===== src/hdl/radar_report_frame_parser_defines.svh =====
// Assertion macros for the radar report frame parser.
// Included by the top level; needs a clock named clock and a reset named reset.
`ifndef RADAR_REPORT_FRAME_PARSER_DEFINES_SVH
`define RADAR_REPORT_FRAME_PARSER_DEFINES_SVH

// Concurrent check sampled on the rising clock edge, off while reset is high.
`define RRFP_ASSERT(label, prop, msg) \
   label: assert property (@(posedge clock) disable iff (reset) (prop)) else $error(msg);

// Check that holds only while a result item is offered.
`define RRFP_ASSERT_RSP(label, prop, msg) \
   `RRFP_ASSERT(label, (rsp_valid |-> (prop)), msg)

`endif


===== src/hdl/rrfp_pkg.sv =====
// Shared types and constants of the radar report frame parser.
// No dependencies; used by every module of the block.
`timescale 1ns / 1ps

package rrfp_pkg;

   // Frame layout: header bytes 0..3, body bytes 4..22.
   localparam int HDR_LEN    = 4;
   localparam int FRAME_LEN  = 23;
   localparam int BODY_LEN   = FRAME_LEN - HDR_LEN;
   localparam int POS_W      = 5;
   localparam int QUEUE_DEPTH = 2;

   // Byte positions inside the frame.
   localparam logic [POS_W-1:0] POS_LEN_LO   = 5'd4;
   localparam logic [POS_W-1:0] POS_LEN_HI   = 5'd5;
   localparam logic [POS_W-1:0] POS_TYPE     = 5'd6;
   localparam logic [POS_W-1:0] POS_HEAD     = 5'd7;
   localparam logic [POS_W-1:0] POS_STATE    = 5'd8;
   localparam logic [POS_W-1:0] POS_MDIST_LO = 5'd9;
   localparam logic [POS_W-1:0] POS_MDIST_HI = 5'd10;
   localparam logic [POS_W-1:0] POS_MENERGY  = 5'd11;
   localparam logic [POS_W-1:0] POS_SDIST_LO = 5'd12;
   localparam logic [POS_W-1:0] POS_SDIST_HI = 5'd13;
   localparam logic [POS_W-1:0] POS_SENERGY  = 5'd14;
   localparam logic [POS_W-1:0] POS_TMARK    = 5'd17;
   localparam logic [POS_W-1:0] POS_TAIL0    = 5'd19;
   localparam logic [POS_W-1:0] POS_TAIL1    = 5'd20;
   localparam logic [POS_W-1:0] POS_TAIL2    = 5'd21;
   localparam logic [POS_W-1:0] POS_TAIL3    = 5'd22;
   localparam logic [POS_W-1:0] POS_LAST     = POS_TAIL3;

   // Expected byte values.
   localparam logic [7:0] HDR_BYTE0    = 8'hF4;
   localparam logic [7:0] HDR_BYTE1    = 8'hF3;
   localparam logic [7:0] HDR_BYTE2    = 8'hF2;
   localparam logic [7:0] HDR_BYTE3    = 8'hF1;
   localparam logic [7:0] TAIL_BYTE0   = 8'hF8;
   localparam logic [7:0] TAIL_BYTE1   = 8'hF7;
   localparam logic [7:0] TAIL_BYTE2   = 8'hF6;
   localparam logic [7:0] TAIL_BYTE3   = 8'hF5;
   localparam logic [7:0] LEN_EXPECTED = 8'd13;
   localparam logic [7:0] TYPE_REPORT  = 8'h02;
   localparam logic [7:0] HEAD_MARK    = 8'hAA;
   localparam logic [7:0] TAIL_MARK    = 8'h55;
   localparam logic [7:0] STATE_MAX    = 8'd3;
   localparam logic [7:0] ENERGY_MAX   = 8'd100;

   // Fault flag bit positions, in priority order: the lowest set bit gives the status.
   localparam int FLAG_TAIL   = 0;
   localparam int FLAG_LEN    = 1;
   localparam int FLAG_TYPE   = 2;
   localparam int FLAG_HEAD   = 3;
   localparam int FLAG_TMARK  = 4;
   localparam int FLAG_STATE  = 5;
   localparam int FLAG_ENERGY = 6;
   localparam int FLAG_COUNT  = 7;

   typedef enum logic [2:0] {
      STATUS_OK     = 3'd0,
      STATUS_TAIL   = 3'd1,
      STATUS_LEN    = 3'd2,
      STATUS_TYPE   = 3'd3,
      STATUS_HEAD   = 3'd4,
      STATUS_TMARK  = 3'd5,
      STATUS_STATE  = 3'd6,
      STATUS_ENERGY = 3'd7
   } status_type;

   // One body byte handed from the front to the back.
   typedef struct packed {
      logic [POS_W-1:0] pos;
      logic [7:0]       data;
   } body_item_type;

   // Expected header byte for a given match count.
   function automatic logic [7:0] hdr_byte(input logic [1:0] idx);
      logic [7:0] b;
      case (idx)
         2'd0:    b = HDR_BYTE0;
         2'd1:    b = HDR_BYTE1;
         2'd2:    b = HDR_BYTE2;
         default: b = HDR_BYTE3;
      endcase
      return b;
   endfunction

   // Status code of the lowest-numbered set flag; ok when no flag is set.
   function automatic status_type status_of(input logic [FLAG_COUNT-1:0] flags);
      status_type st;
      st = STATUS_OK;
      for (int i = FLAG_COUNT - 1; i >= 0; i--) begin
         if (flags[3'(i)]) begin
            st = status_type'(3'(i + 1));
         end
      end
      return st;
   endfunction

endpackage


===== src/hdl/rrfp_front.sv =====
// Front end of the radar report frame parser: header hunt and body tagging.
// Depends on rrfp_pkg.
`timescale 1ns / 1ps

module rrfp_front (
   input  logic                   clock,
   input  logic                   reset,
   input  logic                   req_valid,
   output logic                   req_ready,
   input  logic [7:0]             req_rx_byte,
   output logic                   push_valid,
   input  logic                   push_ready,
   output rrfp_pkg::body_item_type push_item
);

   localparam logic [4:0] LAST_COUNT = 5'(rrfp_pkg::BODY_LEN - 1);

   logic [1:0] header_matched_ff, header_matched_in;
   logic       in_body_ff, in_body_in;
   logic [4:0] body_count_ff, body_count_in;
   logic       accept;

   // Bytes are taken whenever the queue has room; header bytes just drop there.
   assign req_ready  = push_ready;
   assign accept     = req_valid && req_ready;
   assign push_valid = req_valid && in_body_ff;
   assign push_item.pos  = body_count_ff + 5'(rrfp_pkg::HDR_LEN);
   assign push_item.data = req_rx_byte;

   // Header matching and body counting.
   always_comb begin
      header_matched_in = header_matched_ff;
      in_body_in        = in_body_ff;
      body_count_in     = body_count_ff;
      if (accept) begin
         if (!in_body_ff) begin
            if (req_rx_byte == rrfp_pkg::hdr_byte(header_matched_ff)) begin
               if (header_matched_ff == 2'(rrfp_pkg::HDR_LEN - 1)) begin
                  header_matched_in = 2'd0;
                  in_body_in        = 1'b1;
                  body_count_in     = 5'd0;
               end else begin
                  header_matched_in = header_matched_ff + 2'd1;
               end
            end else if (req_rx_byte == rrfp_pkg::HDR_BYTE0) begin
               header_matched_in = 2'd1;
            end else begin
               header_matched_in = 2'd0;
            end
         end else if (body_count_ff == LAST_COUNT) begin
            in_body_in    = 1'b0;
            body_count_in = 5'd0;
         end else begin
            body_count_in = body_count_ff + 5'd1;
         end
      end
   end

   always_ff @(posedge clock) begin
      if (reset) begin
         header_matched_ff <= 2'd0;
         in_body_ff        <= 1'b0;
         body_count_ff     <= 5'd0;
      end else begin
         header_matched_ff <= header_matched_in;
         in_body_ff        <= in_body_in;
         body_count_ff     <= body_count_in;
      end
   end

endmodule


===== src/hdl/rrfp_queue.sv =====
// Small FIFO of tagged body bytes between front and back.
// Depends on rrfp_pkg.
`timescale 1ns / 1ps

module rrfp_queue #(
   parameter int DEPTH = rrfp_pkg::QUEUE_DEPTH
) (
   input  logic                    clock,
   input  logic                    reset,
   input  logic                    push_valid,
   output logic                    push_ready,
   input  rrfp_pkg::body_item_type push_item,
   output logic                    pop_valid,
   input  logic                    pop_ready,
   output rrfp_pkg::body_item_type pop_item
);

   localparam int PTR_W = (DEPTH > 1) ? $clog2(DEPTH) : 1;
   localparam int CNT_W = $clog2(DEPTH + 1);
   localparam logic [PTR_W-1:0] PTR_LAST = PTR_W'(DEPTH - 1);
   localparam logic [CNT_W-1:0] CNT_FULL = CNT_W'(DEPTH);

   rrfp_pkg::body_item_type entries_ff [DEPTH];
   logic [PTR_W-1:0] wr_ptr_ff, wr_ptr_in;
   logic [PTR_W-1:0] rd_ptr_ff, rd_ptr_in;
   logic [CNT_W-1:0] count_ff, count_in;
   logic             do_push, do_pop;

   assign push_ready = (count_ff != CNT_FULL);
   assign pop_valid  = (count_ff != '0);
   assign pop_item   = entries_ff[rd_ptr_ff];
   assign do_push    = push_valid && push_ready;
   assign do_pop     = pop_valid && pop_ready;

   // Pointer wrap and fill count.
   always_comb begin
      wr_ptr_in = wr_ptr_ff;
      rd_ptr_in = rd_ptr_ff;
      count_in  = count_ff;
      if (do_push) begin
         wr_ptr_in = (wr_ptr_ff == PTR_LAST) ? '0 : wr_ptr_ff + PTR_W'(1);
      end
      if (do_pop) begin
         rd_ptr_in = (rd_ptr_ff == PTR_LAST) ? '0 : rd_ptr_ff + PTR_W'(1);
      end
      if (do_push && !do_pop) begin
         count_in = count_ff + CNT_W'(1);
      end else if (do_pop && !do_push) begin
         count_in = count_ff - CNT_W'(1);
      end
   end

   always_ff @(posedge clock) begin
      if (reset) begin
         wr_ptr_ff <= '0;
         rd_ptr_ff <= '0;
         count_ff  <= '0;
      end else begin
         wr_ptr_ff <= wr_ptr_in;
         rd_ptr_ff <= rd_ptr_in;
         count_ff  <= count_in;
      end
   end

   // Entry storage needs no reset.
   always_ff @(posedge clock) begin
      if (do_push) begin
         entries_ff[wr_ptr_ff] <= push_item;
      end
   end

endmodule


===== src/hdl/rrfp_back.sv =====
// Back end of the radar report frame parser: field checks, capture, result register.
// Depends on rrfp_pkg.
`timescale 1ns / 1ps

module rrfp_back (
   input  logic                    clock,
   input  logic                    reset,
   input  logic                    pop_valid,
   output logic                    pop_ready,
   input  rrfp_pkg::body_item_type pop_item,
   output logic                    rsp_valid,
   input  logic                    rsp_ready,
   output logic [2:0]              rsp_status,
   output logic [1:0]              rsp_presence,
   output logic                    rsp_occupied,
   output logic [15:0]             rsp_moving_distance,
   output logic [6:0]              rsp_moving_strength,
   output logic [15:0]             rsp_static_distance,
   output logic [6:0]              rsp_static_strength
);

   logic [rrfp_pkg::FLAG_COUNT-1:0] fault_flags_ff, fault_flags_in;
   logic [1:0]  cap_state_ff, cap_state_in;
   logic [15:0] cap_mdist_ff, cap_mdist_in;
   logic [6:0]  cap_menergy_ff, cap_menergy_in;
   logic [15:0] cap_sdist_ff, cap_sdist_in;
   logic [6:0]  cap_senergy_ff, cap_senergy_in;
   logic        rsp_valid_ff, rsp_valid_in;
   logic [2:0]  status_ff;
   logic [1:0]  state_ff;
   logic        occupied_ff;
   logic [15:0] mdist_ff, sdist_ff;
   logic [6:0]  menergy_ff, senergy_ff;
   logic        is_last, out_free, take, finish;
   logic [7:0]  b;
   rrfp_pkg::status_type status_in;

   assign b         = pop_item.data;
   assign is_last   = (pop_item.pos == rrfp_pkg::POS_LAST);
   assign out_free  = !rsp_valid_ff || rsp_ready;
   assign pop_ready = !is_last || out_free;
   assign take      = pop_valid && pop_ready;
   assign finish    = take && is_last;

   // Per-position checks and field capture.
   always_comb begin
      fault_flags_in = fault_flags_ff;
      cap_state_in   = cap_state_ff;
      cap_mdist_in   = cap_mdist_ff;
      cap_menergy_in = cap_menergy_ff;
      cap_sdist_in   = cap_sdist_ff;
      cap_senergy_in = cap_senergy_ff;
      if (take) begin
         case (pop_item.pos)
            rrfp_pkg::POS_LEN_LO: begin
               if (b != rrfp_pkg::LEN_EXPECTED) fault_flags_in[rrfp_pkg::FLAG_LEN] = 1'b1;
            end
            rrfp_pkg::POS_LEN_HI: begin
               if (b != 8'd0) fault_flags_in[rrfp_pkg::FLAG_LEN] = 1'b1;
            end
            rrfp_pkg::POS_TYPE: begin
               if (b != rrfp_pkg::TYPE_REPORT) fault_flags_in[rrfp_pkg::FLAG_TYPE] = 1'b1;
            end
            rrfp_pkg::POS_HEAD: begin
               if (b != rrfp_pkg::HEAD_MARK) fault_flags_in[rrfp_pkg::FLAG_HEAD] = 1'b1;
            end
            rrfp_pkg::POS_STATE: begin
               if (b > rrfp_pkg::STATE_MAX) fault_flags_in[rrfp_pkg::FLAG_STATE] = 1'b1;
               cap_state_in = b[1:0];
            end
            rrfp_pkg::POS_MDIST_LO: cap_mdist_in[7:0]  = b;
            rrfp_pkg::POS_MDIST_HI: cap_mdist_in[15:8] = b;
            rrfp_pkg::POS_MENERGY: begin
               if (b > rrfp_pkg::ENERGY_MAX) fault_flags_in[rrfp_pkg::FLAG_ENERGY] = 1'b1;
               cap_menergy_in = b[6:0];
            end
            rrfp_pkg::POS_SDIST_LO: cap_sdist_in[7:0]  = b;
            rrfp_pkg::POS_SDIST_HI: cap_sdist_in[15:8] = b;
            rrfp_pkg::POS_SENERGY: begin
               if (b > rrfp_pkg::ENERGY_MAX) fault_flags_in[rrfp_pkg::FLAG_ENERGY] = 1'b1;
               cap_senergy_in = b[6:0];
            end
            rrfp_pkg::POS_TMARK: begin
               if (b != rrfp_pkg::TAIL_MARK) fault_flags_in[rrfp_pkg::FLAG_TMARK] = 1'b1;
            end
            rrfp_pkg::POS_TAIL0: begin
               if (b != rrfp_pkg::TAIL_BYTE0) fault_flags_in[rrfp_pkg::FLAG_TAIL] = 1'b1;
            end
            rrfp_pkg::POS_TAIL1: begin
               if (b != rrfp_pkg::TAIL_BYTE1) fault_flags_in[rrfp_pkg::FLAG_TAIL] = 1'b1;
            end
            rrfp_pkg::POS_TAIL2: begin
               if (b != rrfp_pkg::TAIL_BYTE2) fault_flags_in[rrfp_pkg::FLAG_TAIL] = 1'b1;
            end
            rrfp_pkg::POS_TAIL3: begin
               if (b != rrfp_pkg::TAIL_BYTE3) fault_flags_in[rrfp_pkg::FLAG_TAIL] = 1'b1;
            end
            default: begin
            end
         endcase
      end
   end

   // The status includes the checks of the last byte itself.
   assign status_in = rrfp_pkg::status_of(fault_flags_in);

   // Output valid: set by a finished frame, cleared when the item is taken.
   always_comb begin
      rsp_valid_in = rsp_valid_ff;
      if (finish) begin
         rsp_valid_in = 1'b1;
      end else if (rsp_ready) begin
         rsp_valid_in = 1'b0;
      end
   end

   always_ff @(posedge clock) begin
      if (reset) begin
         fault_flags_ff <= '0;
         rsp_valid_ff   <= 1'b0;
      end else begin
         fault_flags_ff <= finish ? '0 : fault_flags_in;
         rsp_valid_ff   <= rsp_valid_in;
      end
   end

   // Captured fields are always rewritten before they are reported.
   always_ff @(posedge clock) begin
      cap_state_ff   <= cap_state_in;
      cap_mdist_ff   <= cap_mdist_in;
      cap_menergy_ff <= cap_menergy_in;
      cap_sdist_ff   <= cap_sdist_in;
      cap_senergy_ff <= cap_senergy_in;
   end

   // Result register; every field but status is zero on a failed check.
   always_ff @(posedge clock) begin
      if (finish) begin
         status_ff <= status_in;
         if (status_in == rrfp_pkg::STATUS_OK) begin
            state_ff    <= cap_state_in;
            occupied_ff <= (cap_state_in != 2'd0);
            mdist_ff    <= cap_mdist_in;
            menergy_ff  <= cap_menergy_in;
            sdist_ff    <= cap_sdist_in;
            senergy_ff  <= cap_senergy_in;
         end else begin
            state_ff    <= 2'd0;
            occupied_ff <= 1'b0;
            mdist_ff    <= 16'd0;
            menergy_ff  <= 7'd0;
            sdist_ff    <= 16'd0;
            senergy_ff  <= 7'd0;
         end
      end
   end

   assign rsp_valid           = rsp_valid_ff;
   assign rsp_status          = status_ff;
   assign rsp_presence        = state_ff;
   assign rsp_occupied        = occupied_ff;
   assign rsp_moving_distance = mdist_ff;
   assign rsp_moving_strength = menergy_ff;
   assign rsp_static_distance = sdist_ff;
   assign rsp_static_strength = senergy_ff;

endmodule


===== src/hdl/radar_report_frame_parser.sv =====
// With an empty queue, the frame's last byte passes the queue entry register, then the back
// loads the result register. Throughput: one byte per cycle; the front accepts whenever the
// body queue has room. A stalled result holds the back at the last byte of the next frame.
// Reset (synchronous, active high) clears the header hunt, the queue and the result valid.
// Top level of the radar report frame parser; uses rrfp_pkg, rrfp_front,
// rrfp_queue, rrfp_back and radar_report_frame_parser_defines.svh.
`timescale 1ns / 1ps
`include "radar_report_frame_parser_defines.svh"

module radar_report_frame_parser #(
   parameter int QUEUE_DEPTH = rrfp_pkg::QUEUE_DEPTH
) (
   input  logic        clock,
   input  logic        reset,
   input  logic        req_valid,
   output logic        req_ready,
   input  logic [7:0]  req_rx_byte,
   output logic        rsp_valid,
   input  logic        rsp_ready,
   output logic [2:0]  rsp_status,
   output logic [1:0]  rsp_presence,
   output logic        rsp_occupied,
   output logic [15:0] rsp_moving_distance,
   output logic [6:0]  rsp_moving_strength,
   output logic [15:0] rsp_static_distance,
   output logic [6:0]  rsp_static_strength
);

   logic                    push_valid, push_ready;
   logic                    pop_valid, pop_ready;
   rrfp_pkg::body_item_type push_item, pop_item;
   logic                    rsp_ok, rsp_fields_zero, strength_in_range;

   // Header hunt and body tagging.
   rrfp_front u_front (
      .clock      (clock),
      .reset      (reset),
      .req_valid  (req_valid),
      .req_ready  (req_ready),
      .req_rx_byte(req_rx_byte),
      .push_valid (push_valid),
      .push_ready (push_ready),
      .push_item  (push_item)
   );

   // Body byte queue.
   rrfp_queue #(
      .DEPTH(QUEUE_DEPTH)
   ) u_queue (
      .clock     (clock),
      .reset     (reset),
      .push_valid(push_valid),
      .push_ready(push_ready),
      .push_item (push_item),
      .pop_valid (pop_valid),
      .pop_ready (pop_ready),
      .pop_item  (pop_item)
   );

   // Checks, capture and result register.
   rrfp_back u_back (
      .clock              (clock),
      .reset              (reset),
      .pop_valid          (pop_valid),
      .pop_ready          (pop_ready),
      .pop_item           (pop_item),
      .rsp_valid          (rsp_valid),
      .rsp_ready          (rsp_ready),
      .rsp_status         (rsp_status),
      .rsp_presence       (rsp_presence),
      .rsp_occupied       (rsp_occupied),
      .rsp_moving_distance(rsp_moving_distance),
      .rsp_moving_strength(rsp_moving_strength),
      .rsp_static_distance(rsp_static_distance),
      .rsp_static_strength(rsp_static_strength)
   );

   // Terms used by the checks below.
   assign rsp_ok            = (rsp_status == rrfp_pkg::STATUS_OK);
   assign rsp_fields_zero   = (rsp_presence == 2'd0) && !rsp_occupied &&
                              (rsp_moving_distance == 16'd0) &&
                              (rsp_static_distance == 16'd0) &&
                              (rsp_moving_strength == 7'd0) && (rsp_static_strength == 7'd0);
   assign strength_in_range = (rsp_moving_strength <= 7'(rrfp_pkg::ENERGY_MAX)) &&
                              (rsp_static_strength <= 7'(rrfp_pkg::ENERGY_MAX));

   // A failed check reports no field values.
   `RRFP_ASSERT_RSP(a_err_zero, rsp_ok || rsp_fields_zero, "fields set on a failed check")
   // The occupied flag follows the reported presence code.
   `RRFP_ASSERT_RSP(a_occupied, rsp_occupied == (rsp_presence != 2'd0), "flag disagrees")
   // A passing frame never reports an energy above the limit.
   `RRFP_ASSERT_RSP(a_energy_range, !rsp_ok || strength_in_range, "energy above the limit")
   // The front only hands over body bytes when the queue can take them.
   `RRFP_ASSERT(a_queue_room, (push_valid && !push_ready) |-> !req_ready, "queue overrun")

endmodule

===== config.mk =====
export PLATFORM = sky130hd
export DESIGN_NAME = radar_report_frame_parser
export DESIGN_NICKNAME = d
export VERILOG_FILES = /design/src/hdl/rrfp_pkg.sv /design/src/hdl/rrfp_front.sv /design/src/hdl/rrfp_queue.sv /design/src/hdl/rrfp_back.sv /design/src/hdl/radar_report_frame_parser.sv
export VERILOG_INCLUDE_DIRS = /design/src /design/src/hdl
export SDC_FILE = /design/constraint.sdc
export NUM_CORES = 1
export LEC_CHECK = 0
export BUFFER_PORTS_ARGS = -buffer_cell sky130_fd_sc_hd__clkbuf_2
export CORE_ASPECT_RATIO = 0.75
export CORE_UTILIZATION = 40
export DETAILED_ROUTE_END_ITERATION = 6
export GPL_TIMING_DRIVEN = 1
export PLACE_DENSITY = 0.69
export SLEW_MARGIN = 20
export SYNTH_ARGS = -nofsm -noshare
export SYNTH_HDL_FRONTEND = slang
export SYNTH_HIERARCHICAL = 1
export SYNTH_SLANG_ARGS = --single-unit

===== constraint.sdc =====
create_clock -name clock -period 3.67 [get_ports clock]
set_clock_uncertainty 0.1 [all_clocks]
set_input_delay 0.9175 -clock clock [delete_from_list [all_inputs] [get_ports clock]]
set_output_delay 0.9175 -clock clock [all_outputs]
set_load 0.05 [all_outputs]

After elaboration in Yosys (flattened, before gate mapping)
Memory sizes are Yosys's and may differ from the RTL's. A register that Yosys moved wholly into a read port is not among the register bits.
Index checks and enable logic that the tools add are counted.
{"block": "classes", "addsub": 7, "eq_ne": 29, "n_mux": 53, "n_bitwise": 1, "n_reduce_logical": 25}
{"operator": "8-bit 2-to-1 mux", "count": 6}
{"operator": "8-bit != test, second input constant", "count": 5}
{"operator": "5-bit by 4-bit equality test with 1-bit output, second input constant", "count": 7}
{"operator": "16-bit 2-to-1 mux", "count": 2}
{"operator": "7-bit 2-to-1 mux", "count": 4}
{"operator": "5-bit equality test, second input constant", "count": 5}
{"operator": "1-bit 2-to-1 mux", "count": 23}
{"operator": "5-bit by 3-bit equality test with 1-bit output, second input constant", "count": 4}
{"operator": "5-bit 2-to-1 mux", "count": 4}
{"operator": "2-bit 2-to-1 mux", "count": 6}
{"operator": "3-bit 2-to-1 mux", "count": 4}
{"operator": "2-bit nonzero test", "count": 6}
{"operator": "3-bit one-hot mux with 3 select lines", "count": 1}
{"operator": "8-bit equality test", "count": 1}
{"operator": "8-bit equality test, second input constant", "count": 1}
{"operator": "8-bit by 2-bit != test with 1-bit output, second input constant", "count": 1}
{"operator": "8-bit by 4-bit != test with 1-bit output, second input constant", "count": 1}
{"operator": "8-bit nonzero test", "count": 1}
{"operator": "1-bit logical AND", "count": 7}
{"operator": "5-bit by 1-bit adder with 5-bit output, second input constant", "count": 1}
{"operator": "5-bit by 3-bit adder with 5-bit output, second input constant", "count": 1}
{"operator": "2-bit by 1-bit adder with 2-bit output, second input constant", "count": 2}
{"operator": "2-bit equality test, second input constant", "count": 2}
{"operator": "1-bit zero test", "count": 4}
{"operator": "other kinds (14)", "count": 16}
{"block": "word_totals", "reg_bits": 117, "ramBits": 26, "in_bits": 12, "output_inout_bits": 54, "wordCells": 136, "n_memories": 1}
{"memory": "u_queue.entries_ff", "depth": 2, "word_bits": 13, "read_ports": 1, "rd_clocked_by_memory_dff": 1, "wr": 1, "line_no": "rrfp_queue.sv:23", "text": "rrfp_pkg::body_item_type entries_ff [DEPTH];"}

Longest topological paths before layout
Gate-level depths: netlist of run 1.
{"block": "logic_depth", "word_depth": 10, "ltp_mapped": 11, "mapped_depth_nobuf": 9}

Cells and area by module
The synthesis of run 1 kept the hierarchy.
{"mod": "rrfp_back", "instances": 1, "cells_each": 109, "area_per_inst_um2": 1983.2}
{"mod": "rrfp_queue", "instances": 1, "cells_each": 64, "area_per_inst_um2": 1162.4}
{"mod": "rrfp_front", "instances": 1, "cells_each": 85, "area_per_inst_um2": 673.1}

Worst setup path before layout of run 1
Ideal clock, no wire load.
{"block": "synth_timing", "kind": "register to register", "start": "register (tool-made name)", "end": "register u_back.mdist_ff[0], in the netlist u_back/rsp_moving_distance[0], enable pin", "setup_time_ps": 432, "arrival_time_ps": 2968, "slack_ps": 170, "stages_incl_launch_ff": 7, "period_less_slack_ps": 3500, "path_cell_list": "dfxtp_1 > buf_2 > mux2_2 > and3b_1 > buf_6 > and4_1 > clkbuf_1"}
{"element": "end signal, assigned", "line_no": "rrfp_back.sv:143", "text": "mdist_ff <= cap_mdist_in;"}
{"element": "end, declared", "line_no": "rrfp_back.sv:32", "text": "logic [15:0] mdist_ff, sdist_ff;"}

==> out/qor.yml, run 1 <==
status: "complete, no violations"
grt_pass1_wl_um: 10600
cts_tree: "yes"
synthTopCellsByArea: "edfxtp_1 (61%), dfxtp_1 (8.9%), mux2_2 (3.8%)"
die_y_um: 86.6
clock.fmax_mhz: 338
tns_ns: 0
htreeDepth: 3
worst-setup-path-type: "flop to flop"
worstSetupStartpointType: "flop"
hold_viol_final: 0
ys_ff_latch: 95
synthesis.area_um2: 3820
fp.dieW_um: 115
fin_crit_ns: 2.95
gr-total-overflow: 0
area_growth_pct: 21.8
postSynthCellCount: 258
cp.required_ns: 3.82
via_per_inst: 4.54
grt_pass1_vias: 2146
ios: 66
cap_violations: 0
setup_viol_count_final: 0
p_per_area_nw_per_um2: 437
clock_path_buffers: 2
ir_worst_vdd_mv: 0.327
synth.avg_cell_area_um2: 14.8
numCtsBuffers: 9
fp.dieArea_um2: 9950
insertion_delay_ns: 0.33
post-route-period-util_pct: 80.5
rsz0062_at_grt: "false"
drc: 0
worst_setup_path_end_kind: "flop"
fin_nets: 382
final_cell_count_no_fill: 496
drt_pass1_iterations: 4
rows: 30
core_area_um2: 9160
hpwl_um: 4690
detail-route-antenna-nets: 0
vias: 2254
cts_setup_buffers: 0
synth_seq_area_share_pct: 70.2
worstHoldPathType: "flop to flop"
cts.sinks: 95
initial_core_util_pct: 41.7
ys.flop_type: "edfxtp_1"
yosys_warnings: 6
gp_congestion: 0.825
antenna_found_initial: 0
routed_wl_um: 6580
numPortBuffers: 65
p_leak_nw: 1.77
tightest_slew_ns: 0.647
synth_most_common_cell: "edfxtp_1"
post_cts_resized: 0
antenna_cells: 0
cts_root_buffer: "clkbuf_16"
grt_max_degree: 57
synthDistinctLibCells: 52
cp_max_fo: 13
routedWlPerCell_um: 13.3
ys_async_sr_fraction_pct: 0
slew_headroom_pct: 56.8
synth_top_area_share_pct: 61.3
ctsHoldBuffers: 0
layout-drive-gt1-share_pct: 27.7
dpl.cell_count: 480
drv_slew: 0
grt_usage_pct: 14.3
fillers: 833
synth_edf_count: 78
clk_pin_slew_ns: 0.06
worst-endpoint-arrival_ns: 3.11
synthTopCellsByCount: "edfxtp_1 (78), dfxtp_1 (17), inv_1 (13), mux2_2 (13)"
synth_top_cell_by_area: "edfxtp_1"
drtIter0Drc: 75
metal layers:
metal	global-route usage, %	routed length, um	share of wire, %	up-vias
met5	0	0	0	-
met4	5.19	61	0.93	0
met3	5.52	341	5.2	8
met2	22.5	3200	49	50
met1	18.2	2980	45	1080
li1	-	-	-	1116
registers in the layout, indices dropped and copies added, names as in the netlist, named ones only:
signal and count:
u_queue/entries_ff 26, u_front/body_count_ff 5, u_back/rsp_moving_distance 16, u_back/rsp_presence 2, u_back/rsp_status 3, u_front/in_body_ff 1
u_back/rsp_static_strength 7, u_queue/wr_ptr_ff 1, u_back/rsp_static_distance 16, u_queue/rd_ptr_ff 1, u_front/header_matched_ff 2, u_back/rsp_occupied 1
u_queue/count_ff 2, u_back/rsp_moving_strength 7, u_back/fault_flags_ff 3, u_back/rsp_valid 1
critical path, cell delays in order, from the launching register on:
cell and delay [ns]:
dfxtp_1 0.69, mux2_2 0.43, and3b_1 0.35, and4b_1 0.25, inv_1 0.04, o21ai_0 0.12, ha_1 0.33, or3_1 0.38
a21oi_1 0.18
stage by stage:
step / worst slack (ns) / power, mW / instance area (um2) / util [%] / hold slack, ns
after global placement: 0.903 / 1.21 / 4380 / 47.8 / 0.362
after detailed placement: 0.730 / 1.21 / 4380 / 47.8 / 0.371
after floorplan: 0.170 / 1.21 / 4000 / - / 0.349
final: 0.715 / 2.03 / 4650 / 50.8 / 0.373
after CTS: 0.689 / 2.05 / 4650 / 50.8 / 0.379
after global routing: 0.532 / 2.10 / 4650 / 50.8 / 0.409
cells in the final DEF (no fill, tap or decap), types with 2 or more instances in the layout:
master,netlist,routed
edfxtp_1,78,78
clkbuf_2,0,65
conb_1,1,49
dfxtp_1,17,17
inv_1,13,13
mux2_2,13,13
a21oi_1,11,11
clkbuf_16,0,9
nand2_1,7,7
ha_1,7,7
nor2b_1,6,6
nor3_1,6,6
nor2_1,6,6
o211ai_1,6,6
xor2_1,5,5
nand3_1,5,5
o21ai_0,5,5
nand2b_1,4,4
nor4_1,4,4
and2_1,4,4
and3_1,3,3
xnor2_1,3,3
a22oi_1,3,3
clkinvlp_4,0,2
clkbuf_1,5,2
nand4_1,2,2
mux2i_1,2,2
a31oi_1,2,2
or4_1,2,2
nand3b_1,2,2
kinds of logic after synthesis:
group | Yosys count | synth area share (%)
muxes | 15 | 4.36
other | 1 | 0.0982
adders and majority gates | 7 | 2.29
and+or+nand+nor | 61 | 9.63
buffers and inverters | 33 | 4.59
xor gates and xnor gates | 8 | 1.83
AOI/OAI and AO/OA | 38 | 6.95
DFF | 95 | 70.2
power by group:
part / switching [mW] / internal (mW)
Combinational: 0.0205 / 0.00881
Clock: 0.364 / 0.474
Sequential: 0.000247 / 1.16
area by class of cell:
type	count	area (um2)	area share, %
Inverter	13	48.8	1.05
Multi-Input combinational cell	178	1140	24.6
Sequential cell	95	2680	57.7
Clock inverter	4	23.8	0.511
Clock buffer	12	246	5.30
Timing Repair Buffer	66	345	7.43
Tap cell	128	160	3.44
path summary, 6_finish.rpt:
check	start	endpoint	slack (ns)	cells past startpoint
min	u_front/header_matched_ff[1]	u_front/header_matched_ff[1]	0.37	2
min reg2reg	u_front/header_matched_ff[1]	u_front/header_matched_ff[1]	0.37	2
max	flop	u_queue/count_ff[1]	0.72	8
max reg2reg	flop	u_queue/count_ff[1]	0.72	8
Note: power is estimated with default switching activity, not from simulation.
==> inputs of run 2 (changes only) <==
--- a/config.mk
+++ b/config.mk
@@ -11,7 +11,7 @@
 export CORE_UTILIZATION = 40
 export DETAILED_ROUTE_END_ITERATION = 6
 export GPL_TIMING_DRIVEN = 1
-export PLACE_DENSITY = 0.69
+export PLACE_DENSITY = 0.67
 export SLEW_MARGIN = 20
 export SYNTH_ARGS = -nofsm -noshare
 export SYNTH_HDL_FRONTEND = slang
==> constraint.sdc (replaced) <==
create_clock -name clock -period 3.05 [get_ports clock]
set_clock_uncertainty 0.1 [all_clocks]
set_input_delay 0.7625 -clock clock [delete_from_list [all_inputs] [get_ports clock]]
set_output_delay 0.7625 -clock clock [all_outputs]
set_load 0.05 [all_outputs]
==> run 2 against run 1 <==
  * Routed wire length decreased by 2.6%
  * Via count decreased by 1.9%
  * Setup slack got worse by 0.32 ns
  * Critical path type unchanged
==> out/qor.yml, run 2 (same netlist as run 1, synthesis figures left out) <==
fin_nets: 384  # was 382
drv_slew: 0  # unchanged
fillers: 789  # was 833
power.share.combinational_pct: 1.4  # about the same
cts_root_buffer: "clkbuf_16"  # unchanged
htreeDepth: 3  # unchanged
cts_tree: "yes"  # unchanged
gp_congestion: 0.833  # was 0.825
drtIter0Drc: 125  # was 75
multiInputGateArea_um2: 1140  # unchanged
cp_max_fo: 11  # was 13
fp.dieW_um: 115  # unchanged
p_per_area_nw_per_um2: 541  # was 437 nW/um2
worst_setup_path_end_kind: "flop"  # unchanged
grt_pass1_vias: 2119  # was 2146
via_per_inst: 4.44  # was 4.54
fin_crit_ns: 2.66  # was 2.95 ns
path_buf_inv: 2  # was 1
rsz0062_at_grt: "false"  # unchanged
ir_worst_vdd_mv: 0.221  # was 0.327 mV
ios: 66  # unchanged
numPortBuffers: 65  # unchanged
worst-setup-path-type: "flop to flop"  # unchanged
post_cts_resized: 0  # unchanged
p_int_mw: 2.05  # was 1.64 mW
cts_setup_buffers: 0  # unchanged
die_y_um: 86.6  # unchanged
drt_pass1_iterations: 4  # unchanged
place_ws_ns: 0.399  # was 0.730 ns
rows: 30  # unchanged
layout-drive-gt1-share_pct: 28.6  # was 27.7%
routed_wl_um: 6410  # was 6580 um
drc: 0  # unchanged
dpl_cell_area_um2: 4390  # was 4380 um2
worstSetupStartpointType: "flop"  # unchanged
p_leak_nw: 1.79  # was 1.77 nW
grt_pass1_wl_um: 10200  # was 10600 um
setup_slack_ns: 0.392  # was 0.715 ns
cp.required_ns: 3.21  # was 3.82 ns
tightest_slew_ns: 0.602  # was 0.647 ns
path_cells: "buf_4 > mux2_2 > and3b_1 > and4b_1 > inv_1 > o21ai_0 > ha_1 > or3_1 > a21oi_1"  # was mux2_2 > and3b_1 > and4b_1 > inv_1 > o21ai_0 > ha_1 > or3_1 > a21oi_1
antenna_cells: 0  # unchanged
power_switching_share_pct: 19.3  # was 19.0%
fp.dieArea_um2: 9950  # unchanged
top_register: "u_queue/entries_ff"  # unchanged
clk_pin_slew_ns: 0.06  # about the same
p_sw_mw: 0.488  # was 0.385 mW
antenna_found_initial: 0  # unchanged
cts.sinks: 95  # unchanged
hpwl_um: 4550  # was 4690 um
gr-total-overflow: 0  # unchanged
setup_viol_count_final: 0  # unchanged
seqPwrFrac_pct: 55.1  # was 57.2%
hold_viol_final: 0  # unchanged
clock_path_buffers: 2  # unchanged
cap_violations: 0  # unchanged
slew_headroom_pct: 59.8  # was 56.8%
ff_latch_area_um2: 2680  # unchanged
detail-route-antenna-nets: 0  # unchanged
insertion_delay_ns: 0.33  # about the same
layout_common_cells: "edfxtp_1 (78), clkbuf_2 (65), conb_1 (49)"  # unchanged
routedWlPerCell_um: 12.9  # was 13.3 um
finalInstanceArea_um2: 4690  # was 4650 um2
path_delay_family: "simple AND/OR/NAND/NOR gates"  # unchanged
numCtsBuffers: 9  # unchanged
post-route-period-util_pct: 87.1  # was 80.5%
worstHoldPathType: "flop to flop"  # unchanged
largest_reg_flops: 26  # unchanged
critPathMaxStageDelay_ns: 0.38  # was 0.69 ns
final_common_cell: "edfxtp_1"  # unchanged
vias: 2212  # was 2254
grt_usage_pct: 13.7  # was 14.3%
core_area_um2: 9160  # unchanged
tns_ns: 0  # unchanged
worst-endpoint-arrival_ns: 2.82  # was 3.11 ns
clkPwrFrac_pct: 43.5  # was 41.3%
ctsHoldBuffers: 0  # unchanged
initial_core_util_pct: 41.7  # unchanged
grt_max_degree: 34  # was 57
clock.fmax_mhz: 376  # was 338 MHz
slowest_stage: "or3_1"  # was dfxtp_1
status: "complete, no violations"  # unchanged
area_growth_pct: 22.9  # was 21.8%
==> run 2: worst paths after layout <==
check                                             startpoint                      endpoint  slack, ns  cells past startpoint
worst min register to register  u_front/header_matched_ff[1]  u_front/header_matched_ff[1]       0.37                      2
worst max-delay path                                    flop           u_queue/count_ff[1]       0.39                      9
worst max register to register                          flop           u_queue/count_ff[1]       0.39                      9
worst min-delay path            u_front/header_matched_ff[1]  u_front/header_matched_ff[1]       0.37                      2
==> run 2: metrics by stage <==
| step | hold WS (ns) | std cells | power [mW] | utilization, % |
|---|---|---|---|---|
| floorplan | 0.349 | 306 | 1.45 | - |
| global placement | 0.364 | 482 | 1.46 | 48.0 |
| detailed placement | 0.371 | 482 | 1.46 | 48.0 |
| CTS | 0.380 | 498 | 2.57 | 51.2 |
| global route | 0.402 | 498 | 2.62 | 51.2 |
| finish | 0.371 | 498 | 2.54 | 51.2 |
==> run 2: area by class of cell <==
class                   count  area share [%]
well taps                 128            3.41
multi-input cells         178            24.3
clock buffers              10            4.88
inverters                  13            1.04
repair buffers             68            7.68
clock inverters             6            1.49
flip-flops and latches     95            57.2
==> run 2: power groups by stage <==
| stage | registers [mW] | clock network [mW] | logic, mW |
|---|---|---|---|
| 2_1_floorplan | 1.43 | 0 | 0.0258 |
| 3_3_place_gp | 1.43 | 0 | 0.0325 |
| 3_5_place_dp | 1.43 | 0 | 0.0336 |
| 4_1_cts | 1.40 | 1.14 | 0.0338 |
| 5_1_grt | 1.40 | 1.18 | 0.0414 |
| 6_report | 1.40 | 1.10 | 0.0356 |
==> run 2: routing by layer <==
| metal | up-vias | GRT usage [%] | routed length (um) |
|---|---|---|---|
| li1 | 1120 | - | - |
| met2 | 44 | 21.1 | 2950 |
| met5 | - | 0 | 0 |
| met1 | 1040 | 18.3 | 3130 |
| met4 | 0 | 6.02 | 93 |
| met3 | 8 | 3.71 | 239 |
==> run 2: worst reg2reg max path, delay by kind of cell (launching register included) <==
family / cells / cell delay [ns]
mux: 1 / 0.37
buf+inv: 2 / 0.26
compound gates: 2 / 0.26
flops: 1 / 0.36
fa+ha+maj: 1 / 0.35
simple gates: 3 / 0.87
==> inputs of run 3 (changes only) <==
--- a/config.mk
+++ b/config.mk
@@ -8,7 +8,9 @@
 export LEC_CHECK = 0
 export BUFFER_PORTS_ARGS = -buffer_cell sky130_fd_sc_hd__clkbuf_2
 export CORE_ASPECT_RATIO = 0.75
+export CORE_MARGIN = 2
 export CORE_UTILIZATION = 40
+export CTS_CLUSTER_SIZE = 14
 export DETAILED_ROUTE_END_ITERATION = 6
 export GPL_TIMING_DRIVEN = 1
 export PLACE_DENSITY = 0.67
==> run 3 against run 2 <==
  * Routed wire length increased by 1.5%
  * Combinational power decreased by 3%
  * Fmax decreased by 0.85%
  * Sequential cell count unchanged
  * Register-to-register slack got worse by 0.02 ns
  * Core utilization about the same
  * Cell count unchanged
  * Die area increased by 4.1%
==> out/qor.yml, run 3 (same netlist as run 1, synthesis figures left out) <==
fillers: 816  # was 789
layout-drive-gt1-share_pct: 28.4  # was 28.6%
gr-total-overflow: 0  # unchanged
worst-endpoint-arrival_ns: 2.84  # was 2.82 ns
cts_setup_buffers: 0  # unchanged
p_per_area_nw_per_um2: 541  # about the same
cts.sinks: 95  # unchanged
slowest_stage: "or3_1"  # unchanged
rsz0062_at_grt: "false"  # unchanged
area_growth_pct: 22.9  # about the same
rows: 30  # unchanged
ctsHoldBuffers: 0  # unchanged
clock_path_buffers: 2  # unchanged
tns_ns: 0  # unchanged
p_leak_nw: 1.79  # about the same
fp.dieW_um: 117  # was 115 um
antenna_cells: 0  # unchanged
setup_viol_count_final: 0  # unchanged
critPathMaxStageDelay_ns: 0.38  # about the same
via_per_inst: 4.49  # was 4.44
post_cts_resized: 0  # unchanged
path_cells: "buf_4 > mux2_2 > and3b_1 > and4b_1 > inv_1 > o21ai_0 > ha_1 > or3_1 > a21oi_1"  # unchanged
cts_root_buffer: "clkbuf_16"  # unchanged
drv_slew: 0  # unchanged
htreeDepth: 3  # unchanged
grt_usage_pct: 13.3  # was 13.7%
hpwl_um: 4640  # was 4550 um
fin_crit_ns: 2.68  # was 2.66 ns
tightest_slew_ns: 0.606  # was 0.602 ns
hold_ws_ns: 0.391  # was 0.371 ns
drt_pass1_iterations: 4  # unchanged
hold_viol_final: 0  # unchanged
ios: 66  # unchanged
gp_congestion: 0.868  # was 0.833
cts_tree: "yes"  # unchanged
top_register: "u_queue/entries_ff"  # unchanged
initial_core_util_pct: 41.7  # unchanged
worstHoldPathType: "flop to flop"  # unchanged
worst-setup-path-type: "flop to flop"  # unchanged
vias: 2235  # was 2212
die_y_um: 88.6  # was 86.6 um
grt_pass1_vias: 2082  # was 2119
numCtsBuffers: 9  # unchanged
largest_reg_flops: 26  # unchanged
post-route-period-util_pct: 87.9  # was 87.1%
grt_max_degree: 34  # unchanged
routed_wl_um: 6510  # was 6410 um
antenna_found_initial: 0  # unchanged
fp.dieArea_um2: 10400  # was 9950 um2
final_common_cell: "edfxtp_1"  # unchanged
drc: 0  # unchanged
routedWlPerCell_um: 13.1  # was 12.9 um
totalPowerFinal_mw: 2.54  # about the same
layout_common_cells: "edfxtp_1 (78), clkbuf_2 (65), conb_1 (49)"  # unchanged
cp_max_fo: 11  # unchanged
worst_setup_path_end_kind: "flop"  # unchanged
fin_nets: 384  # unchanged
r2r_slack_ns: 0.37  # was 0.39 ns
status: "complete, no violations"  # unchanged
core_area_um2: 9160  # unchanged
setup_slack_ns: 0.369  # was 0.392 ns
drtIter0Drc: 139  # was 125
slew_headroom_pct: 59.6  # was 59.8%
cp.required_ns: 3.21  # about the same
path_buf_inv: 2  # unchanged
cap_violations: 0  # unchanged
detail-route-antenna-nets: 0  # unchanged
numPortBuffers: 65  # unchanged
insertion_delay_ns: 0.33  # about the same
grt_pass1_wl_um: 10300  # was 10200 um
path_delay_family: "simple AND/OR/NAND/NOR gates"  # unchanged
worstSetupStartpointType: "flop"  # unchanged
place_ws_ns: 0.413  # was 0.399 ns
clk_pin_slew_ns: 0.06  # about the same
clock.fmax_mhz: 373  # was 376 MHz
ir_worst_vdd_mv: 0.229  # was 0.221 mV
-- run 3: cell count changes in the layout (fill, tap and decap cells not counted) --
cell,previous run,this run
inv_6,0,1
clkinv_2,1,0
clkinv_4,1,0
inv_8,1,0
clkbuf_1,1,2
clkbuf_8,0,1
-- run 3: where the power goes --
| group | switching, mW | internal [mW] | leakage [nW] |
|---|---|---|---|
| logic | 0.0240 | 0.0106 | 0.820 |
| clock network | 0.448 | 0.661 | 0.139 |
| registers | 0.000179 | 1.40 | 0.833 |
| total | 0.472 | 2.07 | 1.79 |
-- run 3: final cells by class --
type                            instances  area, um2  share of cell area [%]
Tap cell                              128        160                    3.41
Clock buffer                           12        246                    5.25
Timing Repair Buffer                   68        360                    7.68
Inverter                               13       48.8                    1.04
Sequential cell                        95       2680                    57.1
Multi-Input combinational cell        178       1140                    24.3
Clock inverter                          4       53.8                    1.15
-- run 3: path summary, 6_finish.rpt --
path	startpoint	cells past startpoint	endpoint
max	flop	9	u_queue/count_ff[1]
max reg2reg	flop	9	u_queue/count_ff[1]
min reg2reg	u_front/header_matched_ff[1]	2	u_front/header_matched_ff[1]
min	u_front/header_matched_ff[1]	2	u_front/header_matched_ff[1]
-- run 3: per-stage QoR --
stage,instances,util (%),area [um2]
after CTS,498,51.3,4690
after detailed placement,482,48.0,4390
final,498,51.3,4690
after global routing,498,51.3,4690
after floorplan,306,-,4000
after global placement,482,48.0,4390
-- run 3: worst register-to-register path, delay by kind of cell (launching register included) --
family / cells / cell delay, ns
flops: 1 / 0.36
buf+inv: 2 / 0.27
compound gates: 2 / 0.28
mux: 1 / 0.37
fa+ha+maj: 1 / 0.36
simple gates: 3 / 0.87
-- run 3: per-layer routing --
metal	track usage, %	share of wire (%)
met5	0	0
met1	18.4	48
met4	5.13	1.5
met3	4.66	4.1
met2	19.4	46
